File: src/rtl/core/ertc_pkg.sv
`timescale 1ns / 1ps
`default_nettype none
// ----------------------------------------------------------------------------
// ertc_pkg
// Types and constants shared by the executable-range table checker.
// ----------------------------------------------------------------------------
package ertc_pkg;

  localparam logic [1:0] CMD_NEW   = 2'd0;
  localparam logic [1:0] CMD_BYTE  = 2'd1;
  localparam logic [1:0] CMD_END   = 2'd2;
  localparam logic [1:0] CMD_CHECK = 2'd3;

  localparam logic [1:0] VERDICT_PASS = 2'd0;
  localparam logic [1:0] VERDICT_FAIL = 2'd1;
  localparam logic [1:0] VERDICT_SKIP = 2'd2;
  localparam logic [1:0] VERDICT_DONE = 2'd3;

  localparam logic [63:0] PTR_LIMIT_RESET = 64'h0000_0080_0000_0000;
  localparam logic [7:0]  CH_X     = 8'h78;
  localparam logic [7:0]  CH_DASH  = 8'h2d;
  localparam logic [7:0]  CH_SPACE = 8'h20;
  localparam logic [7:0]  CH_NL    = 8'h0a;
  localparam logic [7:0]  CH_NUL   = 8'h00;

  localparam int NUM_LANES = 3;

  typedef struct packed {
    logic [1:0]  cmd;
    logic [7:0]  text_byte;
    logic [63:0] entry_a;
    logic [63:0] entry_b;
    logic [63:0] entry_c;
  } in_item_t;

  typedef struct packed {
    logic [1:0] verdict;
    logic [8:0] range_count;
  } out_item_t;

  typedef enum logic [4:0] {
    PH_START  = 5'b00001,
    PH_END    = 5'b00010,
    PH_SPACES = 5'b00100,
    PH_PERMS  = 5'b01000,
    PH_DONE   = 5'b10000
  } phase_e;

  typedef enum logic [2:0] {
    ST_IDLE = 3'b001,
    ST_WALK = 3'b010,
    ST_OUT  = 3'b100
  } ctl_e;

  // A parsed line ready to be stored.
  typedef struct packed {
    logic        store;
    logic [63:0] start;
    logic [63:0] stop;
  } line_rec_t;

  function automatic logic [4:0] hex_digit(input logic [7:0] c);
    if (c >= 8'h30 && c <= 8'h39) return {1'b0, c[3:0]};
    if ((c >= 8'h61 && c <= 8'h66) || (c >= 8'h41 && c <= 8'h46))
      return 5'(c[3:0] + 4'd9);
    return 5'h10;
  endfunction

endpackage
`default_nettype wire

File: src/rtl/core/ertc_parser.sv
`timescale 1ns / 1ps
`default_nettype none
// ----------------------------------------------------------------------------
// ertc_parser
// Byte-at-a-time map line parser; emits a finished executable range.
// ----------------------------------------------------------------------------
module ertc_parser #(
  parameter int LineBufferBytes = 512
) (
  input  wire logic                clk_i,
  input  wire logic                rst_ni,
  input  wire logic                clear_i,
  input  wire logic                byte_i,
  input  wire logic                flush_i,
  input  wire logic [7:0]          char_i,
  output ertc_pkg::line_rec_t      rec_o
);
  import ertc_pkg::*;

  localparam int PosW = $clog2(LineBufferBytes);

  phase_e        phase_q, phase_d;
  logic [63:0]   start_q, start_d, stop_q, stop_d;
  logic [PosW-1:0] pos_q, pos_d;
  logic [2:0]    perms_q, perms_d;
  logic          exec_q, exec_d, bad_q, bad_d, skip_q, skip_d;
  logic [4:0]    dig;
  logic          fin;

  assign dig = hex_digit(char_i);

  always_comb begin
    phase_d = phase_q; start_d = start_q; stop_d = stop_q; pos_d = pos_q;
    perms_d = perms_q; exec_d = exec_q; bad_d = bad_q; skip_d = skip_q;
    fin = 1'b0;
    if (clear_i) begin
      phase_d = PH_START; start_d = '0; stop_d = '0; pos_d = '0;
      perms_d = '0; exec_d = 1'b0; bad_d = 1'b0; skip_d = 1'b0;
    end else if (flush_i) begin
      fin = 1'b1;
      skip_d = 1'b0;
    end else if (byte_i) begin
      if (skip_q) begin
        if (char_i == CH_NL) skip_d = 1'b0;
      end else if (char_i == CH_NL) begin
        fin = 1'b1;
      end else if (pos_q == PosW'(LineBufferBytes - 1)) begin
        fin = 1'b1;
        skip_d = 1'b1;
      end else begin
        pos_d = pos_q + 1'b1;
        case (phase_q)
          PH_START: begin
            if (char_i == CH_DASH) phase_d = PH_END;
            else if (!dig[4]) start_d = {start_q[59:0], dig[3:0]};
            else begin bad_d = 1'b1; phase_d = PH_DONE; end
          end
          PH_END: begin
            if (char_i == CH_NUL) phase_d = PH_DONE;
            else if (char_i == CH_SPACE) phase_d = PH_SPACES;
            else if (!dig[4]) stop_d = {stop_q[59:0], dig[3:0]};
            else begin bad_d = 1'b1; phase_d = PH_DONE; end
          end
          PH_SPACES, PH_PERMS: begin
            if (char_i == CH_NUL) phase_d = PH_DONE;
            else if (char_i == CH_SPACE) begin
              if (phase_q == PH_PERMS) phase_d = PH_DONE;
            end else begin
              if (char_i == CH_X) exec_d = 1'b1;
              perms_d = perms_q + 1'b1;
              phase_d = (perms_q >= 3'd3) ? PH_DONE : PH_PERMS;
            end
          end
          default: ;
        endcase
      end
    end
    rec_o.store = fin && (pos_q != '0) && !bad_q && exec_q;
    rec_o.start = start_q;
    rec_o.stop  = stop_q;
    if (fin) begin
      phase_d = PH_START; start_d = '0; stop_d = '0; pos_d = '0;
      perms_d = '0; exec_d = 1'b0; bad_d = 1'b0;
    end
  end

  always_ff @(posedge clk_i or negedge rst_ni) begin
    if (!rst_ni) begin
      phase_q <= PH_START; start_q <= '0; stop_q <= '0; pos_q <= '0;
      perms_q <= '0; exec_q <= 1'b0; bad_q <= 1'b0; skip_q <= 1'b0;
    end else begin
      phase_q <= phase_d; start_q <= start_d; stop_q <= stop_d; pos_q <= pos_d;
      perms_q <= perms_d; exec_q <= exec_d; bad_q <= bad_d; skip_q <= skip_d;
    end
  end
endmodule
`default_nettype wire

File: config.mk
export PLATFORM = sky130hd
export DESIGN_NAME = ertc_parser
export DESIGN_NICKNAME = d
export VERILOG_FILES = /design/src/rtl/core/ertc_pkg.sv /design/src/rtl/core/ertc_parser.sv
export SDC_FILE = /design/constraint.sdc
export NUM_CORES = 1
export LEC_CHECK = 0
export BUFFER_PORTS_ARGS = -buffer_cell sky130_fd_sc_hd__buf_4
export CORE_UTILIZATION = 40
export DETAILED_ROUTE_END_ITERATION = 8
export GPL_ROUTABILITY_DRIVEN = 0
export SLEW_MARGIN = 25
export SYNTH_ARGS = -nofsm -noshare
export SYNTH_HDL_FRONTEND = slang
export SYNTH_SLANG_ARGS = --single-unit
export TNS_END_PERCENT = 50
File: constraint.sdc
create_clock -name clk_i -period 2.97 [get_ports clk_i]
set_input_delay 0.594 -clock clk_i [delete_from_list [all_inputs] [get_ports clk_i]]
set_output_delay 0.594 -clock clk_i [all_outputs]
set_load 0.02 [all_outputs]
==> tab_implementation.tex, run 1 <==
\begin{tabular}{lr}
\hline
Metric & Value \\
\hline
\multicolumn{2}{l}{\textbf{Status}} \\
\quad Outcome & completed \\
\multicolumn{2}{l}{\textbf{Timing}} \\
\quad Normalized max-slew margin & a little over half \\
\quad Hold Violations, Final & 0 \\
\quad Fin. max-slew vios & 0 \\
\quad Period minus WS final & approximately 2.7 ns \\
\quad Highest clock rate & between 300 and 400 MHz \\
\quad RSZ-0062 raised after global routing & no \\
\quad Worst clock skew on the final layout & roughly 0.011 ns \\
\quad Setup Viol. Count Final & 0 \\
\quad Final worst-path cycle share & around nine tenths \\
\quad Worst hold slack & 0.187 ns \\
\quad Final total negative setup slack & 0 ns \\
\quad Slew @ Worst Pin & between 0.7 and 0.8 ns \\
\multicolumn{2}{l}{\textbf{Logic synthesis}} \\
\quad Sequential fraction of the synthesis area & between 60\% and 70\% \\
\quad Async S/R FF share, synth & 100\% \\
\quad Most instantiated library cell after synthesis & sky130\_fd\_sc\_hd\_\_dfrtp\_1 \\
\quad Most instantiated cells after synthesis & 147 x sky130\_fd\_sc\_hd\_\_dfrtp\_1, 127 x sky130\_fd\_sc\_hd\_\_a22o\_1, 19 x sky130\_fd\_sc\_hd\_\_nor2\_1, 17 x sky130\_fd\_sc\_hd\_\_nand2\_1 \\
\quad Top flip-flop cell by instance count after synthesis & sky130\_fd\_sc\_hd\_\_dfrtp\_1 \\
\quad \#FFs+latches synth & 148 \\
\quad Area leader, netlist & sky130\_fd\_sc\_hd\_\_dfrtp\_1 \\
\quad Post-synth top area share & roughly three fifths \\
\quad EDFF count, synth & 0 \\
\quad Per-instance average area after synthesis & approximately 13 µm² \\
\quad Synth top area cells & sky130\_fd\_sc\_hd\_\_dfrtp\_1 60\%, sky130\_fd\_sc\_hd\_\_a22o\_1 18\%, sky130\_fd\_sc\_hd\_\_buf\_6 2.7\% \\
\quad Gate count of the mapped netlist & $\sim$460 \\
\quad Count of different cell masters after synthesis & 52 \\
\quad Post-synthesis net count & slightly below 500 \\
\quad Number of warning messages in the yosys log & 0 \\
\quad Post-synthesis instance area & slightly above 6000 µm² \\
\multicolumn{2}{l}{\textbf{GRT}} \\
\quad Vias in the first global route & 4338 \\
\quad GRT Residual Overflow & 0 \\
\quad First-pass GRT wire length & 23400 µm \\
\quad Antenna violations before repair & 0 \\
\quad Overall track demand over capacity in global routing & around a fifth \\
\quad Largest net degree at the start of global routing & slightly below 80 \\
\multicolumn{2}{l}{\textbf{Floorplan}} \\
\quad Die outline width & about 130 µm \\
\quad Initial core utilization & 41.7\% \\
\quad Number of placed I/O pins & between 100 and 150 \\
\quad Vertical die dimension & about 130 µm \\
\quad Row count & 44 \\
\quad Total core area & 14800 µm² \\
\quad Die footprint & about 16000 µm² \\
\multicolumn{2}{l}{\textbf{Worst setup path}} \\
\quad Biggest cell delay along the critical path & 0.44 ns \\
\quad Crit-path slowest cell & sky130\_fd\_sc\_hd\_\_dfrtp\_1 \\
\quad Peak fanout along the critical path & 6 \\
\quad R2r worst-path depth & 6 \\
\quad Crit path capture type & primary output \\
\quad Crit Path Category & flip-flop to primary output \\
\quad Endpoint of the most critical register-to-register path & start\_q[31] \\
\quad Critical Path AT & 2.08 ns \\
\quad Startpoint types & flip-flop \\
\quad Most common cell on crit path & sky130\_fd\_sc\_hd\_\_nor2\_1 \\
\quad Critical path, cell by cell & and4\_1 -> nand2\_1 -> nor2\_1 -> ha\_1 -> a21oi\_1 -> nor2\_1 -> o2111a\_1 -> buf\_4 \\
\quad Crit path required time & 2.38 ns \\
\quad Launching point of the worst reg2reg path & phase\_q[0] \\
\quad Slack of the worst reg-to-reg path & 0.53 ns \\
\multicolumn{2}{l}{\textbf{Clocking}} \\
\quad Post-CTS sizing & 0 \\
\quad Post-cts hold buffer count & 0 \\
\quad CTS tree & yes \\
\quad Worst-skew pair later-pin latency & about 0.42 ns \\
\quad Cell at the root of the clock tree & sky130\_fd\_sc\_hd\_\_clkbuf\_16 \\
\quad H-tree level count & 4 \\
\quad Clock-pin slew on the worst setup and hold paths & roughly 0.060 ns \\
\quad Number of CTS-inserted buffers & 17 \\
\quad CTS sink count & roughly 150 \\
\quad Setup Buffers After CTS & 0 \\
\quad Maximum buffer depth of the clock tree & 2 \\
\multicolumn{2}{l}{\textbf{Min path}} \\
\quad Hold crit path type & input pin to async pin \\
\multicolumn{2}{l}{\textbf{Drt}} \\
\quad Vias & approximately 4500 \\
\quad DRC Markers & 0 \\
\quad DRT antenna net count & 0 \\
\quad Wire length per cell after detailed routing & roughly 18 µm \\
\quad Via-per-instance ratio & 5.58 \\
\quad Detailed-route wire length & around 14000 µm \\
\quad Iter 0 DRT Violations & $\sim$350 \\
\quad Detailed Routing Iterations Pass 1 & 4 \\
\multicolumn{2}{l}{\textbf{Job}} \\
\quad Max-Cap Viols & 0 \\
\multicolumn{2}{l}{\textbf{Cells and area}} \\
\quad Ant diodes & 0 \\
\quad Fin cells & between 700 and 800 \\
\quad Layout area overhead & 28.7\% \\
\quad Final cell utilization of the core & a little over half \\
\quad Count of nets after finishing & 623 \\
\quad Fraction of final layout cells sized beyond drive strength 1 & around 31\% \\
\multicolumn{2}{l}{\textbf{Placed design}} \\
\quad Count of input and output buffers & 141 \\
\quad Number of cells in the design after placement & roughly 770 \\
\quad Half-perimeter wire length of the detailed placement result & between 9000 and 10000 µm \\
\multicolumn{2}{l}{\textbf{Power}} \\
\quad Standby leakage power & 3.96 nW \\
\quad Power density over the cells & between 500 and 600 nW/µm² \\
\quad Worst IR drop on VDD & 0.358 mV \\
\hline
\end{tabular}
[state kept, by name, indices dropped and copies added (netlist names)]
signal and cells:
exec_q 1, start_q 64, bad_q 1, phase_q 5, skip_q 1, perms_q 3
pos_q 9, stop_q 64
[how the worst max path moves through the flow]
| stage | from | end | slack, ns | cells past startpoint |
|---|---|---|---|---|
| 2_1_floorplan | char_i[0] | stop_q[10] | 0.65 | 9 |
| 3_3_place_gp | char_i[4] | stop_q[61] | 0.27 | 8 |
| 3_5_place_dp | char_i[4] | stop_q[33] | 0.28 | 8 |
| 4_1_cts | pos_q[2] | rec_o[128] | 0.27 | 8 |
| 5_1_grt | pos_q[2] | rec_o[128] | 0.16 | 8 |
| 6_report | pos_q[2] | rec_o[128] | 0.29 | 8 |
[cell type report]
cell class                      count  area, µm²
Multi-Input combinational cell    274       2160
Clock buffer                       22        454
Fill cell                        1308       6840
Inverter                            9       33.8
Tap cell                          184        230
Timing Repair Buffer              151       1220
Clock inverter                      9        106
Sequential cell                   148       3700
[cell usage in the layout (no fill, tap or decap), types with 3 or more instances in the layout]
cell                         synthesis  final
sky130_fd_sc_hd__nor4_1              3      3
sky130_fd_sc_hd__inv_1               9      9
sky130_fd_sc_hd__and2_1              3      3
sky130_fd_sc_hd__buf_4               0    143
sky130_fd_sc_hd__clkinv_2            0      3
sky130_fd_sc_hd__a21o_1              3      3
sky130_fd_sc_hd__nor2_1             19     19
sky130_fd_sc_hd__buf_12              0      7
sky130_fd_sc_hd__o21ai_0             7      7
sky130_fd_sc_hd__a21oi_1             6      6
sky130_fd_sc_hd__a32o_1              3      3
sky130_fd_sc_hd__clkinvlp_4          0      3
sky130_fd_sc_hd__mux2i_1             3      3
sky130_fd_sc_hd__xor2_1              5      5
sky130_fd_sc_hd__nand2_1            17     17
sky130_fd_sc_hd__clkbuf_16           0     17
sky130_fd_sc_hd__xnor2_1             3      3
sky130_fd_sc_hd__a22o_1            127    127
sky130_fd_sc_hd__dfrtp_1           147    147
sky130_fd_sc_hd__clkbuf_1            2      4
sky130_fd_sc_hd__nor3_1              6      6
sky130_fd_sc_hd__a211oi_1            4      4
sky130_fd_sc_hd__nand2b_1            5      5
sky130_fd_sc_hd__ha_1                9      9
sky130_fd_sc_hd__nand3_1             8      8
sky130_fd_sc_hd__a31oi_1             3      3
[per-layer routing]
layer  global-route usage, %  up-vias  part of all wire, %
met1                    26.3     2265                   47
met2                    27.8      113                   47
met4                    7.02        0                  1.8
met5                       0        -                    0
met3                    5.23       21                  4.0
li1                        -     2051                    -
[where the power goes]
part	switching [mW]	internal [mW]
Combinational	0.162	0.0700
Clock	0.783	1.25
Sequential	0.00919	2.03
[per-stage QoR]
step                setup slack, ns  instance area (µm²)  power [mW]
finish                        0.293                 7920        4.30
global route                  0.163                 7920        4.47
CTS                           0.271                 7920        4.35
detailed placement            0.277                 7350        2.31
global placement              0.275                 7350        2.30
floorplan                     0.652                 6150        2.20
[critical path, delay by kind of cell, from the launching register on]
family,cells,cell delay (ns)
buffers and inverters,1,0.15
AO/OA/AOI/OAI,2,0.46
AND/OR/NAND/NOR,4,0.42
flip-flops,1,0.44
adder cells (fa/ha/maj),1,0.20
[kinds of logic after synthesis]
| kind of cell | Yosys count | synth area share, % |
|---|---|---|
| compound gates | 168 | 22.9 |
| flops | 148 | 60.3 |
| simple gates | 86 | 8.55 |
| buf+inv | 42 | 4.84 |
| fa+ha+maj | 9 | 1.83 |
| xor+xnor | 8 | 1.14 |
| mux | 3 | 0.488 |
Note: power is estimated with default switching activity, not from simulation.
==> run 2, diff against run 1 <==
--- a/config.mk
+++ b/config.mk
@@ -6,7 +6,7 @@
 export NUM_CORES = 1
 export LEC_CHECK = 0
 export BUFFER_PORTS_ARGS = -buffer_cell sky130_fd_sc_hd__buf_4
-export CORE_UTILIZATION = 40
+export CORE_UTILIZATION = 30
 export DETAILED_ROUTE_END_ITERATION = 8
 export GPL_ROUTABILITY_DRIVEN = 0
 export SLEW_MARGIN = 25
==> run 2 against run 1 <==
Effect of this change: global-route usage decreased by 4.2 points; register-to-register slack about the same; design area is 1.9% higher; sequential cell count is the same; critical path type unchanged.
==> tab_implementation.tex, run 2 (synthesis gave the netlist of run 1 again) <==
\begin{tabular}{lr}
\hline
Metric & Value \\
\hline
\multicolumn{2}{l}{\textbf{GRT}} \\
\quad GRT Residual Overflow & 0 \\
\quad Overall track demand over capacity in global routing & around 15\% \\
\quad First-pass GRT wire length & roughly 24000 µm \\
\quad Largest net degree at the start of global routing & 65 \\
\quad Antenna violations before repair & 0 \\
\quad Vias in the first global route & between 4000 and 5000 \\
\multicolumn{2}{l}{\textbf{Cells and area}} \\
\quad Commonest non-fill, non-tap cells in the layout & 147 x sky130\_fd\_sc\_hd\_\_dfrtp\_1, 146 x sky130\_fd\_sc\_hd\_\_buf\_4, 127 x sky130\_fd\_sc\_hd\_\_a22o\_1 \\
\quad Registers with the highest flip-flop counts & start\_q: 64 flops, stop\_q: 64 flops, pos\_q: 9 flops \\
\quad Count of nets after finishing & 624 \\
\quad Layout area overhead & 31.2\% \\
\quad Fraction of final layout cells sized beyond drive strength 1 & a little under a third \\
\quad Fill cells & 1928 \\
\quad Ant diodes & 0 \\
\quad Leading cell type in the layout, fill and taps excluded & sky130\_fd\_sc\_hd\_\_dfrtp\_1 \\
\multicolumn{2}{l}{\textbf{Job}} \\
\quad Max-Cap Viols & 0 \\
\multicolumn{2}{l}{\textbf{Worst setup path}} \\
\quad Most common cell on crit path & sky130\_fd\_sc\_hd\_\_nor2\_1 \\
\quad R2r worst-path depth & 10 \\
\quad Biggest cell delay along the critical path & around 0.44 ns \\
\quad Peak fanout along the critical path & 6 \\
\quad Critical path, cell by cell & and4\_1 -> nand2\_1 -> nor2\_1 -> ha\_1 -> a21oi\_1 -> nor2\_1 -> o2111a\_1 -> buf\_4 \\
\quad Startpoint types & flip-flop \\
\quad Crit-path slowest cell & sky130\_fd\_sc\_hd\_\_dfrtp\_1 \\
\quad Crit Path Category & flip-flop to primary output \\
\quad Crit path capture type & primary output \\
\quad Critical Path AT & approximately 2.1 ns \\
\quad Crit path required time & roughly 2.4 ns \\
\multicolumn{2}{l}{\textbf{Drt}} \\
\quad DRC Markers & 0 \\
\quad DRT antenna net count & 0 \\
\quad Detailed Routing Iterations Pass 1 & 4 \\
\quad Vias & around 4500 \\
\quad Iter 0 DRT Violations & 321 \\
\quad Via-per-instance ratio & just over 5 \\
\quad Wire length per cell after detailed routing & about 17 µm \\
\quad Detailed-route wire length & about 15000 µm \\
\multicolumn{2}{l}{\textbf{Timing}} \\
\quad Highest clock rate & $\sim$370 MHz \\
\quad Period minus WS final & between 2 and 3 ns \\
\quad Slew @ Worst Pin & roughly 0.7 ns \\
\quad Final total negative setup slack & 0 ns \\
\quad RSZ-0062 raised after global routing & no \\
\quad Hold Violations, Final & 0 \\
\quad Fin. max-slew vios & 0 \\
\quad Final worst-path cycle share & about nine tenths \\
\quad Normalized max-slew margin & approximately 54\% \\
\quad Setup Viol. Count Final & 0 \\
\quad Worst clock skew on the final layout & between 0.009 and 0.01 ns \\
\multicolumn{2}{l}{\textbf{Power}} \\
\quad Final total power & 4.54 mW \\
\quad Power density over the cells & $\sim$560 nW/µm² \\
\quad Worst IR drop on VDD & $\sim$0.3 mV \\
\quad Standby leakage power & $\sim$4 nW \\
\multicolumn{2}{l}{\textbf{Floorplan}} \\
\quad Initial core utilization & around 30\% \\
\quad Total core area & 20200 µm² \\
\quad Die outline width & approximately 150 µm \\
\quad Row count & 52 \\
\quad Vertical die dimension & about 150 µm \\
\quad Number of placed I/O pins & $\sim$140 \\
\quad Die footprint & about 21000 µm² \\
\multicolumn{2}{l}{\textbf{Status}} \\
\quad Outcome & completed \\
\multicolumn{2}{l}{\textbf{Clocking}} \\
\quad Number of CTS-inserted buffers & 17 \\
\quad CTS tree & yes \\
\quad Clock-pin slew on the worst setup and hold paths & approximately 0.060 ns \\
\quad Post-CTS sizing & 0 \\
\quad Maximum buffer depth of the clock tree & 2 \\
\quad Worst-skew pair later-pin latency & between 0.4 and 0.5 ns \\
\quad Setup Buffers After CTS & 0 \\
\quad H-tree level count & 4 \\
\quad CTS sink count & about 150 \\
\quad Cell at the root of the clock tree & sky130\_fd\_sc\_hd\_\_clkbuf\_16 \\
\quad Post-cts hold buffer count & 0 \\
\multicolumn{2}{l}{\textbf{Placed design}} \\
\quad Half-perimeter wire length of the detailed placement result & 10000 µm \\
\quad Count of input and output buffers & 141 \\
\multicolumn{2}{l}{\textbf{Min path}} \\
\quad Hold crit path type & input pin to async pin \\
\hline
\end{tabular}
run 2: cell types whose count changed in the layout (fill, tap and decap cells not counted):
cell                         change
sky130_fd_sc_hd__buf_12          -2
sky130_fd_sc_hd__buf_4           +3
sky130_fd_sc_hd__bufinv_16       +2
sky130_fd_sc_hd__clkbuf_1        -2
sky130_fd_sc_hd__clkinv_2        -1
sky130_fd_sc_hd__clkinvlp_4      -2
sky130_fd_sc_hd__inv_6           +2
sky130_fd_sc_hd__inv_8           +1
run 2: worst paths after layout:
path                             startpoint          end  slack, ns
min in group clk_i                   byte_i       skip_q       0.39
worst max-delay path               pos_q[2]   rec_o[128]       0.29
worst min register to register  start_q[62]  start_q[62]       0.50
worst min-delay path                 rst_ni  start_q[53]       0.17
max in group asynchronous            rst_ni   stop_q[19]       2.05
worst max register to register     pos_q[2]  start_q[19]       0.54
run 2: per-layer routing:
layer | track usage (%) | vias up | share of wire [%] | routed length (µm)
met5 | 0 | - | 0 | 0
met4 | 6.37 | 0 | 1.8 | 267
met3 | 3.62 | 18 | 4.2 | 618
met2 | 22.8 | 124 | 48 | 7170
met1 | 19.2 | 2300 | 46 | 6840
li1 | - | 2054 | - | -
run 2: area by class of cell:
cell class / count / area, µm² / area share (%)
Clock buffer: 20 / 447 / 5.54
Clock inverter: 11 / 175 / 2.17
Inverter: 9 / 33.8 / 0.419
Multi-Input combinational cell: 274 / 2160 / 26.8
Sequential cell: 148 / 3700 / 45.9
Tap cell: 270 / 338 / 4.19
Timing Repair Buffer: 152 / 1210 / 15.0
run 2: stage by stage:
| stage | hold WS (ns) | worst slack, ns | cells | area (µm²) | utilization [%] |
|---|---|---|---|---|---|
| 6_report | 0.165 | 0.295 | 884 | 8070 | 40.0 |
| 4_1_cts | 0.172 | 0.273 | 884 | 8070 | 40.0 |
| 3_5_place_dp | 0.495 | 0.310 | 853 | 7440 | 36.9 |
| 5_1_grt | 0.197 | 0.129 | 884 | 8070 | 40.0 |
| 2_1_floorplan | 0.298 | 0.652 | 464 | 6150 | - |
| 3_3_place_gp | 0.493 | 0.402 | 853 | 7440 | 36.9 |
run 2: worst max-delay path: cells and delay by family, from the launching register on:
kind	cells	cell delay, ns
AO/OA/AOI/OAI	2	0.46
adder cells (fa/ha/maj)	1	0.19
buffers and inverters	1	0.15
flip-flops	1	0.44
AND/OR/NAND/NOR	4	0.43
run 2: where the power goes:
group          switching (mW)  internal (mW)  total [mW]
Sequential            0.00941           2.02        2.03
Combinational           0.163         0.0644       0.227
Clock                   0.841           1.43        2.27
